--- src/hdl/ssp_pkg.sv ---
// Types and constants of the stable sorted priority queue.
`default_nettype none
package ssp_pkg;

  localparam int unsigned PRIO_W    = 8;
  localparam int unsigned ID_W      = 16;
  localparam int unsigned CNT_W     = 5;
  localparam int unsigned CAP_W     = 5;
  localparam logic [CAP_W-1:0] CAP_RESET = 5'd16;

  typedef enum logic {
    REQ_INSERT = 1'b0,
    REQ_REMOVE = 1'b1
  } req_e;

  typedef enum logic [1:0] {
    ST_DONE  = 2'd0,
    ST_FULL  = 2'd1,
    ST_EMPTY = 2'd2
  } status_e;

  typedef struct packed {
    req_e              req_type;
    logic [PRIO_W-1:0] priority_req;
    logic [ID_W-1:0]   job_id;
  } in_word_t;

  typedef struct packed {
    status_e           status;
    logic [PRIO_W-1:0] out_priority;
    logic [ID_W-1:0]   out_job_id;
    logic [CNT_W-1:0]  count;
  } out_word_t;

  typedef struct packed {
    logic [PRIO_W-1:0] prio;
    logic [ID_W-1:0]   id;
  } entry_t;

  typedef struct packed {
    logic   ins;
    logic   rem;
    entry_t entry;
  } cell_ctrl_t;

endpackage
`default_nettype wire

--- src/hdl/ssp_cell.sv ---
// One storage cell of the sorted chain, holding a single queue entry.
`default_nettype none
module ssp_cell #(
  parameter int unsigned IDX = 0,
  parameter int unsigned CW  = 5
) (
  input  wire logic               clk_i,
  input  wire ssp_pkg::cell_ctrl_t ctrl_i,
  input  wire logic [CW-1:0]      count_i,
  input  wire ssp_pkg::entry_t    left_entry_i,
  input  wire logic               left_greater_i,
  input  wire ssp_pkg::entry_t    right_entry_i,
  output ssp_pkg::entry_t         entry_o,
  output logic                    greater_o
);
  import ssp_pkg::*;

  entry_t entry_q;
  entry_t entry_d;
  logic   live;

  assign live      = CW'(IDX) < count_i;
  assign greater_o = !live || (ctrl_i.entry.prio > entry_q.prio);
  assign entry_o   = entry_q;

  always_comb begin
    entry_d = entry_q;
    if (ctrl_i.ins) begin
      if (greater_o) begin
        entry_d = left_greater_i ? left_entry_i : ctrl_i.entry;
      end
    end else if (ctrl_i.rem) begin
      entry_d = right_entry_i;
    end
  end

  always_ff @(posedge clk_i) begin
    entry_q <= entry_d;
  end

endmodule
`default_nettype wire

--- src/hdl/stable_sorted_priority_queue.sv ---
// Top level of the stable sorted priority queue built as a chain of cells.
`default_nettype none
// The queue holds up to DEPTH entries in a row of cells sorted by descending
// priority, with equal priorities kept in arrival order, and takes one insert
// or remove word per cycle: every cell compares the new priority in parallel
// and shifts toward its neighbor in the same cycle, so each request has its
// result word in the output register in the cycle after it is accepted. The
// input stalls only while a result word waits in that register and the
// output side stalls. The capacity register may be written at any time the
// queue is idle; values above DEPTH act as DEPTH.
module stable_sorted_priority_queue #(
  parameter int unsigned DEPTH = 16
) (
  input  wire logic                     clk_i,
  input  wire logic                     rst_ni,
  input  wire logic                     cfg_valid_i,
  output logic                          cfg_ready_o,
  input  wire logic [ssp_pkg::CAP_W-1:0] cfg_data_i,
  input  wire logic                     in_valid_i,
  output logic                          in_stall_o,
  input  wire ssp_pkg::in_word_t        in_word_i,
  output logic                          out_valid_o,
  input  wire logic                     out_stall_i,
  output ssp_pkg::out_word_t            out_word_o
);
  import ssp_pkg::*;

  localparam int unsigned CW = $clog2(DEPTH + 1);
  localparam int unsigned XW = (CW > CAP_W) ? CW : CAP_W;

  logic [CAP_W-1:0] cap_q;
  logic [CW-1:0]    count_q;
  logic [CW-1:0]    count_d;
  logic             out_valid_q;
  out_word_t        out_word_q;
  out_word_t        out_word_d;

  logic       accept;
  logic       full;
  logic       empty;
  logic       do_ins;
  logic       do_rem;
  cell_ctrl_t ctrl;

  entry_t entry_w   [DEPTH];
  logic   greater_w [DEPTH];

  assign cfg_ready_o = 1'b1;
  assign in_stall_o  = out_valid_q && out_stall_i;
  assign accept      = in_valid_i && !in_stall_o;
  assign full        = (XW'(count_q) >= XW'(cap_q)) || (XW'(count_q) >= XW'(DEPTH));
  assign empty       = (count_q == '0);
  assign do_ins      = accept && (in_word_i.req_type == REQ_INSERT) && !full;
  assign do_rem      = accept && (in_word_i.req_type == REQ_REMOVE) && !empty;

  assign ctrl.ins        = do_ins;
  assign ctrl.rem        = do_rem;
  assign ctrl.entry.prio = in_word_i.priority_req;
  assign ctrl.entry.id   = in_word_i.job_id;

  for (genvar i = 0; i < DEPTH; i++) begin : g_cell
    entry_t left_entry;
    logic   left_greater;
    entry_t right_entry;

    if (i == 0) begin : g_first
      assign left_entry   = '0;
      assign left_greater = 1'b0;
    end else begin : g_inner_left
      assign left_entry   = entry_w[i-1];
      assign left_greater = greater_w[i-1];
    end

    if (i == DEPTH - 1) begin : g_last
      assign right_entry = '0;
    end else begin : g_inner_right
      assign right_entry = entry_w[i+1];
    end

    ssp_cell #(
      .IDX(i),
      .CW (CW)
    ) u_cell (
      .clk_i         (clk_i),
      .ctrl_i        (ctrl),
      .count_i       (count_q),
      .left_entry_i  (left_entry),
      .left_greater_i(left_greater),
      .right_entry_i (right_entry),
      .entry_o       (entry_w[i]),
      .greater_o     (greater_w[i])
    );
  end

  always_comb begin
    count_d = count_q;
    if (do_ins) begin
      count_d = count_q + 1'b1;
    end else if (do_rem) begin
      count_d = count_q - 1'b1;
    end
  end

  always_comb begin
    out_word_d              = '0;
    out_word_d.count        = CNT_W'(count_d);
    if (in_word_i.req_type == REQ_INSERT) begin
      out_word_d.status = full ? ST_FULL : ST_DONE;
    end else if (empty) begin
      out_word_d.status = ST_EMPTY;
    end else begin
      out_word_d.status       = ST_DONE;
      out_word_d.out_priority = entry_w[0].prio;
      out_word_d.out_job_id   = entry_w[0].id;
    end
  end

  always_ff @(posedge clk_i or negedge rst_ni) begin
    if (!rst_ni) begin
      cap_q       <= CAP_RESET;
      count_q     <= '0;
      out_valid_q <= 1'b0;
    end else begin
      if (cfg_valid_i && cfg_ready_o) begin
        cap_q <= cfg_data_i;
      end
      count_q <= count_d;
      if (accept) begin
        out_valid_q <= 1'b1;
      end else if (!out_stall_i) begin
        out_valid_q <= 1'b0;
      end
    end
  end

  always_ff @(posedge clk_i) begin
    if (accept) begin
      out_word_q <= out_word_d;
    end
  end

  assign out_valid_o = out_valid_q;
  assign out_word_o  = out_word_q;

endmodule
`default_nettype wire

--- config.mk ---
export PLATFORM = sky130hd
export DESIGN_NAME = stable_sorted_priority_queue
export DESIGN_NICKNAME = d
export VERILOG_FILES = /design/src/hdl/ssp_pkg.sv /design/src/hdl/ssp_cell.sv /design/src/hdl/stable_sorted_priority_queue.sv
export SDC_FILE = /design/constraint.sdc
export NUM_CORES = 1
export LEC_CHECK = 0
export BUFFER_PORTS_ARGS = -buffer_cell sky130_fd_sc_hd__buf_4
export CAP_MARGIN = 10
export CELL_PAD_IN_SITES_DETAIL_PLACEMENT = 0
export CELL_PAD_IN_SITES_GLOBAL_PLACEMENT = 1
export CORE_ASPECT_RATIO = 0.7
export CORE_UTILIZATION = 40
export CTS_BUF_LIST = sky130_fd_sc_hd__clkbuf_16
export DETAILED_ROUTE_END_ITERATION = 7
export GPL_TIMING_DRIVEN = 0
export PLACE_DENSITY_LB_ADDON = 0.1
export SKIP_CTS_REPAIR_TIMING = 1
export SYNTH_ARGS = -nofsm -noshare
export SYNTH_HDL_FRONTEND = slang
export SYNTH_SLANG_ARGS = --single-unit
--- constraint.sdc ---
create_clock -name clk_i -period 4 [get_ports clk_i]
set_input_delay 0.6 -clock clk_i [delete_from_list [all_inputs] [get_ports clk_i]]
set_output_delay 0.6 -clock clk_i [all_outputs]
set_load 0.03 [all_outputs]
==> results of run 1 <==
-- placed cells by master (no fill, tap or decap), drive strengths merged, types with 5 or more instances in the layout --
cell type	synthesis	layout
nand2	341	341
a211oi	11	11
inv	127	138
nor2	35	35
and3	7	7
buf	57	137
o2111a	7	7
ha	129	129
nand4	29	29
dfrtp	10	10
a21oi	29	29
o21ai	82	82
and2	27	27
clkinv	0	19
nor2b	15	15
nand3	319	319
o211ai	243	243
mux2i	48	48
o221ai	91	91
edfxtp	415	415
clkbuf	129	175
a21o	5	5
-- logic make-up (layout without fill, tap and decap cells) --
group | count (synthesis) | after routing | share of synthesized area, %
xor+xnor | 3 | 3 | 0.1129
compound gates | 483 | 483 | 15.19
simple gates | 790 | 790 | 15.51
flops | 426 | 426 | 54.74
mux | 49 | 49 | 2.113
buf+inv | 313 | 476 | 5.387
other cells | 1 | 2 | 0.01611
fa+ha+maj | 129 | 129 | 6.935
-- area by class of cell --
type                       instances  area share [%]
antenna                            1        0.009448
multi-input combinational       1455           35.35
clock inverter                    36           1.072
clock buffer                      46           4.346
sequential                       426           48.09
timing repair buffer              81           2.853
buffer                           186           2.934
tap                              750           3.543
inverter                         127           1.800
-- metal layers --
layer / wire [um] / global-route usage (%)
met1: 39010 / 40.26
met2: 31200 / 37.33
met3: 4717 / 3.839
met4: 1525 / 6.231
met5: 0 / 0
-- final timing paths --
path	start	endpoint	slack, ns	depth (start not counted)
setup / recovery	count_q[1]	g_cell[1].u_cell.entry_o[10]	0.16	8
hold / removal	in_valid_i	out_valid_o	0.21	2
setup reg to reg	count_q[1]	g_cell[1].u_cell.entry_o[10]	0.16	8
hold reg to reg	cap_q[0]	cap_q[0]	0.53	1
max in group asynchronous	rst_ni	cap_q[4]	3.41	2
min in group asynchronous	rst_ni	count_q[4]	0.36	2
-- stage by stage --
step                      utilization, %  cells
after global placement             43.28   3010
after CTS                          45.99   3098
after global routing               46.39   3107
after floorplan                        -   2194
final                              46.40   3108
after detailed placement           43.48   3016
-- power by group --
part	internal, mW	switching, mW
sequential	5.16	0.139
combinational	0.513	1.30
clock	2.35	1.91
total	8.03	3.35
-- state kept, by name, indices dropped and copies added (netlist names) --
signal / count
count_q: 5
out_valid_o: 1
g_cell.u_cell.entry_o: 384
cap_q: 5
out_word_o: 31
-- worst register-to-register path: cells and delay by family, from the launching register on --
kind | cells | cell delay (ns)
AO/OA/AOI/OAI | 1 | 0.46
adder cells (fa/ha/maj) | 1 | 0.26
flip-flops | 1 | 0.39
AND/OR/NAND/NOR | 2 | 1.02
buffers and inverters | 4 | 1.42
-- cell usage after synthesis (all sizes together), types with 10 or more instances --
cell type	instances
and2	27
o221ai	91
nand2	341
o211ai	243
a211oi	11
mux2i	48
inv	127
ha	129
edfxtp	415
o21ai	82
clkbuf	129
buf	57
dfrtp	10
nand4	29
nor2	35
a21oi	29
nand3	319
nor2b	15
==> PnR_summary.wiki, run 1 <==
{| class="wikitable"
! Metric !! Value
|-
| Placeable core region || 57090 um2
|-
| DR iter-0 viols || 1491
|-
| Cell row count || 73
|-
| Skew-Pair Late Insertion Delay || 0.60 ns
|-
| Max-slew violation count || 0
|-
| Antenna violations before repair || 1
|-
| Data arrival, critical path || 4.15 ns
|-
| Clock transition time at the flip-flop clock pins of the worst setup and hold paths || 0.06 ns
|-
| Wire length reported by the detailed router || 76450 um
|-
| Static power due to leakage || 9.849 nW
|-
| Count of state elements after synthesis || 426
|-
| Run status || completed
|-
| Count of distinct cell types in the synthesized netlist || 49
|-
| Fraction of post-synthesis cell area in the top cell type by area || 53.55%
|-
| Cell area after layout || 26490 um2
|-
| Highest ir drop seen on vdd || 0.0002688 V
|-
| Chip height || 203.8 um
|-
| CTS sink count || 426
|-
| I/O pins || 69
|-
| Data required time at the worst endpoint || 4.31 ns
|-
| Floorplan die area || 59170 um2
|-
| Leading area contributor after synthesis || sky130_fd_sc_hd__edfxtp_1
|-
| H-Tree Level Count || 2
|-
| CTS Root Cell || sky130_fd_sc_hd__clkbuf_16
|-
| Number of enable-type register cells in the synthesized netlist || 415
|-
| Wire per inst || 24.60 um
|-
| Critical-path cell list || clkbuf_1, inv_1, ha_1, a21boi_2, nand2_1, clkbuf_1, nand2_2, buf_16
|-
| Clock Path Buffers || 3
|-
| Setup TNS Final || 0 ns
|-
| Number of nets with antenna violations after routing || 0
|-
| Synthesized Nets || 2358
|-
| Buffers on Ports || 66
|-
| GR Util All Layers || 25.87%
|-
| Min-Delay Path Class || in -> reg
|-
| Total buffers and inverters traversed by the critical path || 4
|-
| Synth Warn # || 0
|-
| Gate family responsible for the most delay along the worst path || buffers and inverters
|-
| Global-route wire length before repair || 116500 um
|-
| Horiz. Die Dim || 290.3 um
|-
| Area added between synthesis and finish || 13.81%
|-
| Final Total Pwr || 11.37 mW
|-
| Netlist Area Pre-Place || 23270 um2
|-
| Share of post-route cells with drive strength above 1 || 9.079%
|-
| DRC violation count after routing || 0
|-
| Sequential standard cell area || 12740 um2
|-
| Final setup skew || 0.01872 ns
|-
| Tightest hold margin || 0.2120 ns
|-
| Async S/R FF share, synth || 2.582%
|-
| Initial Utilization || 40.77%
|-
| Crit Path Category || reg -> reg
|-
| Synth Flop Type || sky130_fd_sc_hd__edfxtp_1
|-
| Crit-path max cell delay || 0.63 ns
|-
| Part of the Yosys area used for sequential elements || 54.74%
|-
| Highest clock frequency the design can meet || 260.4 MHz
|-
| Kind of end point of the critical path || flip-flop
|-
| Routed vias || 18520
|-
| Actual transition at the worst max-transition pin || 1.175 ns
|-
| Vias per cell || 5.958
|-
| Post-route worst setup slack || 0.1599 ns
|-
| Worst setup SP type || flip-flop
|-
| Number of endpoints with negative hold slack in the final report || 0
|-
| Clock tree from TritonCTS || yes
|-
| HPWL reported at the end of detailed placement || 60290 um
|-
| Unrepaired setup endpoints after global routing || true
|-
| Vias in the first global route || 19360
|-
| Number of fill cells in the layout || 5454
|-
| Placement Cell Area || 24820 um2
|-
| Mean Syn Cell Area || 10.61 um2
|-
| Synthesized instance count || 2194
|-
| Final period utilization || 96.00%
|-
| Remaining Overflow, GRT || 0
|-
| Number of max-capacitance violations reported || 0
|-
| Pin count of the biggest net entering global routing || 35
|-
| Top cells by area in the synthesized netlist || sky130_fd_sc_hd__edfxtp_1 (54%), sky130_fd_sc_hd__o211ai_1 (7.8%), sky130_fd_sc_hd__ha_1 (6.9%), sky130_fd_sc_hd__nand3_1 (6.9%), sky130_fd_sc_hd__nand2_1 (5.5%)
|-
| Critical Path Fanout Max || 16
|-
| Final nets || 2487
|-
| Cell with the biggest individual delay on the critical path || sky130_fd_sc_hd__clkbuf_1
|-
| Final worst path period need || 3.840 ns
|-
| Multi-input gate area || 9363 um2
|-
| Number of detailed-route iterations in the first pass || 5
|-
| Setup violations, final || 0
|-
| Worst setup timing slack at the placement stage || -0.8433 ns
|-
| Crit-path most repeated cell || sky130_fd_sc_hd__clkbuf_1
|-
| Total clock buffers created by CTS || 46
|-
| Headroom to the max-slew limit || 21.67%
|-
| RD Place Congestion || 0.8534
|-
| Ratio of total power to cell area || 429.4 nW/um2
|}
Note: power is estimated with default switching activity, not from simulation.
==> run 2, diff against run 1 <==
- BUFFER_PORTS_ARGS: -buffer_cell sky130_fd_sc_hd__buf_4 -> not set
- DONT_BUFFER_PORTS: not set -> 1
==> run 2 against run 1 <==
Net effect: flip-flop and latch count did not move; highest routed layer unchanged; via count fell by 1.7%; critical endpoint is now g_cell[0].u_cell.entry_o[10]; clock skew rose by 0.0032 ns; worst hold slack got worse by 0.10 ns; critical path depth fell by 1; total power fell by 0.42%.
==> PnR_summary.wiki, run 2 (same netlist as run 1, synthesis figures left out) <==
{| class="wikitable"
! Metric !! Value
|-
| Hold path endpoint || out_valid_o
|-
| Crit Path Category || reg -> reg
|-
| Share of post-route cells with drive strength above 1 || 6.745%
|-
| HPWL reported at the end of detailed placement || 59740 um
|-
| Number of fill cells in the layout || 5470
|-
| Final worst path period need || 3.874 ns
|-
| Floorplan die area || 59170 um2
|-
| Min-Delay Path Class || in -> reg
|-
| Final period utilization || 96.85%
|-
| Initial Utilization || 40.77%
|-
| Area added between synthesis and finish || 12.04%
|-
| DRC violation count after routing || 0
|-
| GR Util All Layers || 25.84%
|-
| Clock transition time at the flip-flop clock pins of the worst setup and hold paths || 0.06 ns
|-
| Skew-Pair Late Insertion Delay || 0.61 ns
|-
| Global-route wire length before repair || 116300 um
|-
| Remaining Overflow, GRT || 0
|-
| Actual transition at the worst max-transition pin || 1.027 ns
|-
| Register-to-Register Path Depth || 7
|-
| Diodes inserted || 0
|-
| Final cell utilization of the core || 45.68%
|-
| Max reg flops || 384
|-
| Cell depth of the worst min-delay path || 1
|-
| Final setup skew || 0.02194 ns
|-
| DR iter-0 viols || 1614
|-
| Buffers on Ports || 0
|-
| I/O pins || 69
|-
| Wire length reported by the detailed router || 76300 um
|-
| Headroom to the max-slew limit || 31.57%
|-
| Routed vias || 18210
|-
| Run status || completed
|-
| Number of nets with antenna violations after routing || 0
|-
| Destination of the worst register-to-register timing path || g_cell[0].u_cell.entry_o[10]
|-
| CTS sink count || 426
|-
| Highest clock frequency the design can meet || 258.1 MHz
|-
| Wire per inst || 25.03 um
|-
| Hold path start || in_valid_i
|-
| Horiz. Die Dim || 290.3 um
|-
| Post-route worst setup slack || 0.1260 ns
|-
| Data arrival, critical path || 4.11 ns
|-
| Data required time at the worst endpoint || 4.24 ns
|-
| CTS Root Cell || sky130_fd_sc_hd__clkbuf_16
|-
| Number of max-capacitance violations reported || 0
|-
| Clock tree from TritonCTS || yes
|-
| Highest ir drop seen on vdd || 0.0002472 V
|-
| Commonest non-fill, non-tap cells in the layout || sky130_fd_sc_hd__edfxtp_1 (415), sky130_fd_sc_hd__nand2_1 (332), sky130_fd_sc_hd__nand3_1 (319), sky130_fd_sc_hd__o211ai_1 (243), sky130_fd_sc_hd__inv_1 (143)
|-
| Max-slew violation count || 0
|-
| Vias in the first global route || 19300
|-
| Antenna violations before repair || 0
|-
| Setup violations, final || 0
|-
| Worst setup SP type || flip-flop
|-
| Cell row count || 73
|-
| Pin count of the biggest net entering global routing || 35
|-
| Clock Path Buffers || 3
|-
| Placeable core region || 57090 um2
|-
| Leading cell type in the layout, fill and taps excluded || sky130_fd_sc_hd__edfxtp_1
|-
| Static power due to leakage || 9.606 nW
|-
| Flop2flop setup slack || 0.13 ns
|-
| Ratio of total power to cell area || 434.4 nW/um2
|-
| Vias per cell || 5.973
|-
| Crit-path max cell delay || 0.71 ns
|-
| Final nets || 2426
|-
| Critical R2R Launch || count_q[1]
|-
| Crit-path most repeated cell || sky130_fd_sc_hd__clkbuf_1
|-
| RD Place Congestion || 0.8488
|-
| Critical Path Fanout Max || 24
|-
| H-Tree Level Count || 2
|-
| Number of detailed-route iterations in the first pass || 5
|-
| Total clock buffers created by CTS || 47
|-
| Number of endpoints with negative hold slack in the final report || 0
|-
| Kind of end point of the critical path || flip-flop
|-
| Critical-path cell list || clkbuf_1, inv_1, ha_1, a21boi_2, nand2_1, clkbuf_1, nand2_2
|-
| Unrepaired setup endpoints after global routing || true
|-
| Chip height || 203.8 um
|-
| Cell with the biggest individual delay on the critical path || sky130_fd_sc_hd__nand2_2
|-
| Worst setup timing slack at the placement stage || -0.6898 ns
|}
## run 2: final cells by class
cell class | instances | area [um2] | area share, %
Inverter | 127 | 476.7 | 1.828
Clock buffer | 48 | 1201 | 4.607
Tap cell | 750 | 938.4 | 3.599
Multi-Input combinational cell | 1455 | 9338 | 35.81
Buffer | 186 | 777.0 | 2.980
Clock inverter | 37 | 274.0 | 1.051
Timing Repair Buffer | 19 | 330.3 | 1.267
Sequential cell | 426 | 12740 | 48.86
## run 2: per-layer routing
layer / vias to the layer above / global-route usage [%] / part of all wire, %
li1: 8449 / - / -
met1: 9154 / 39.58 / 51
met2: 505 / 37.26 / 41
met3: 97 / 4.589 / 6.3
met4: 0 / 6.725 / 2.2
met5: - / 0 / 0
## run 2: critical path, delay by kind of cell (launching register included)
kind,cells,cell delay (ns)
DFF,1,0.40
adders and majority gates,1,0.24
AOI/OAI and AO/OA,1,0.47
and+or+nand+nor,2,1.24
buffers and inverters,3,1.12
## run 2: worst max path at each step
stage                              from                            end  cells after the start
after floorplan             out_stall_i   g_cell[10].u_cell.entry_o[0]                      6
after global placement      out_stall_i  g_cell[11].u_cell.entry_o[10]                      6
after detailed placement  in_word_i[16]   g_cell[1].u_cell.entry_o[11]                      9
after CTS                    count_q[0]   g_cell[1].u_cell.entry_o[19]                     10
after global routing         count_q[1]   g_cell[4].u_cell.entry_o[17]                      7
final                        count_q[1]   g_cell[0].u_cell.entry_o[10]                      7
## run 2: through the flow
step	hold slack [ns]	setup TNS, ns	power (mW)	cells	instance area, um2
after global placement	0.3047	-538.04	6.981	2944	24210
after CTS	-0.3457	-131.32	11.37	3036	25830
final	0.1080	0	11.33	3048	26080
after global routing	0.09726	-4.282	11.77	3048	26080
after detailed placement	0.3047	-129.04	7.037	2951	24350
after floorplan	0.3044	-47.09	6.450	2194	23270
## run 2: power breakdown
part | switching [mW] | internal (mW) | total, mW
registers | 0.196 | 5.17 | 5.36
clock network | 1.94 | 2.37 | 4.32
logic | 1.18 | 0.466 | 1.65
total | 3.32 | 8.01 | 11.3
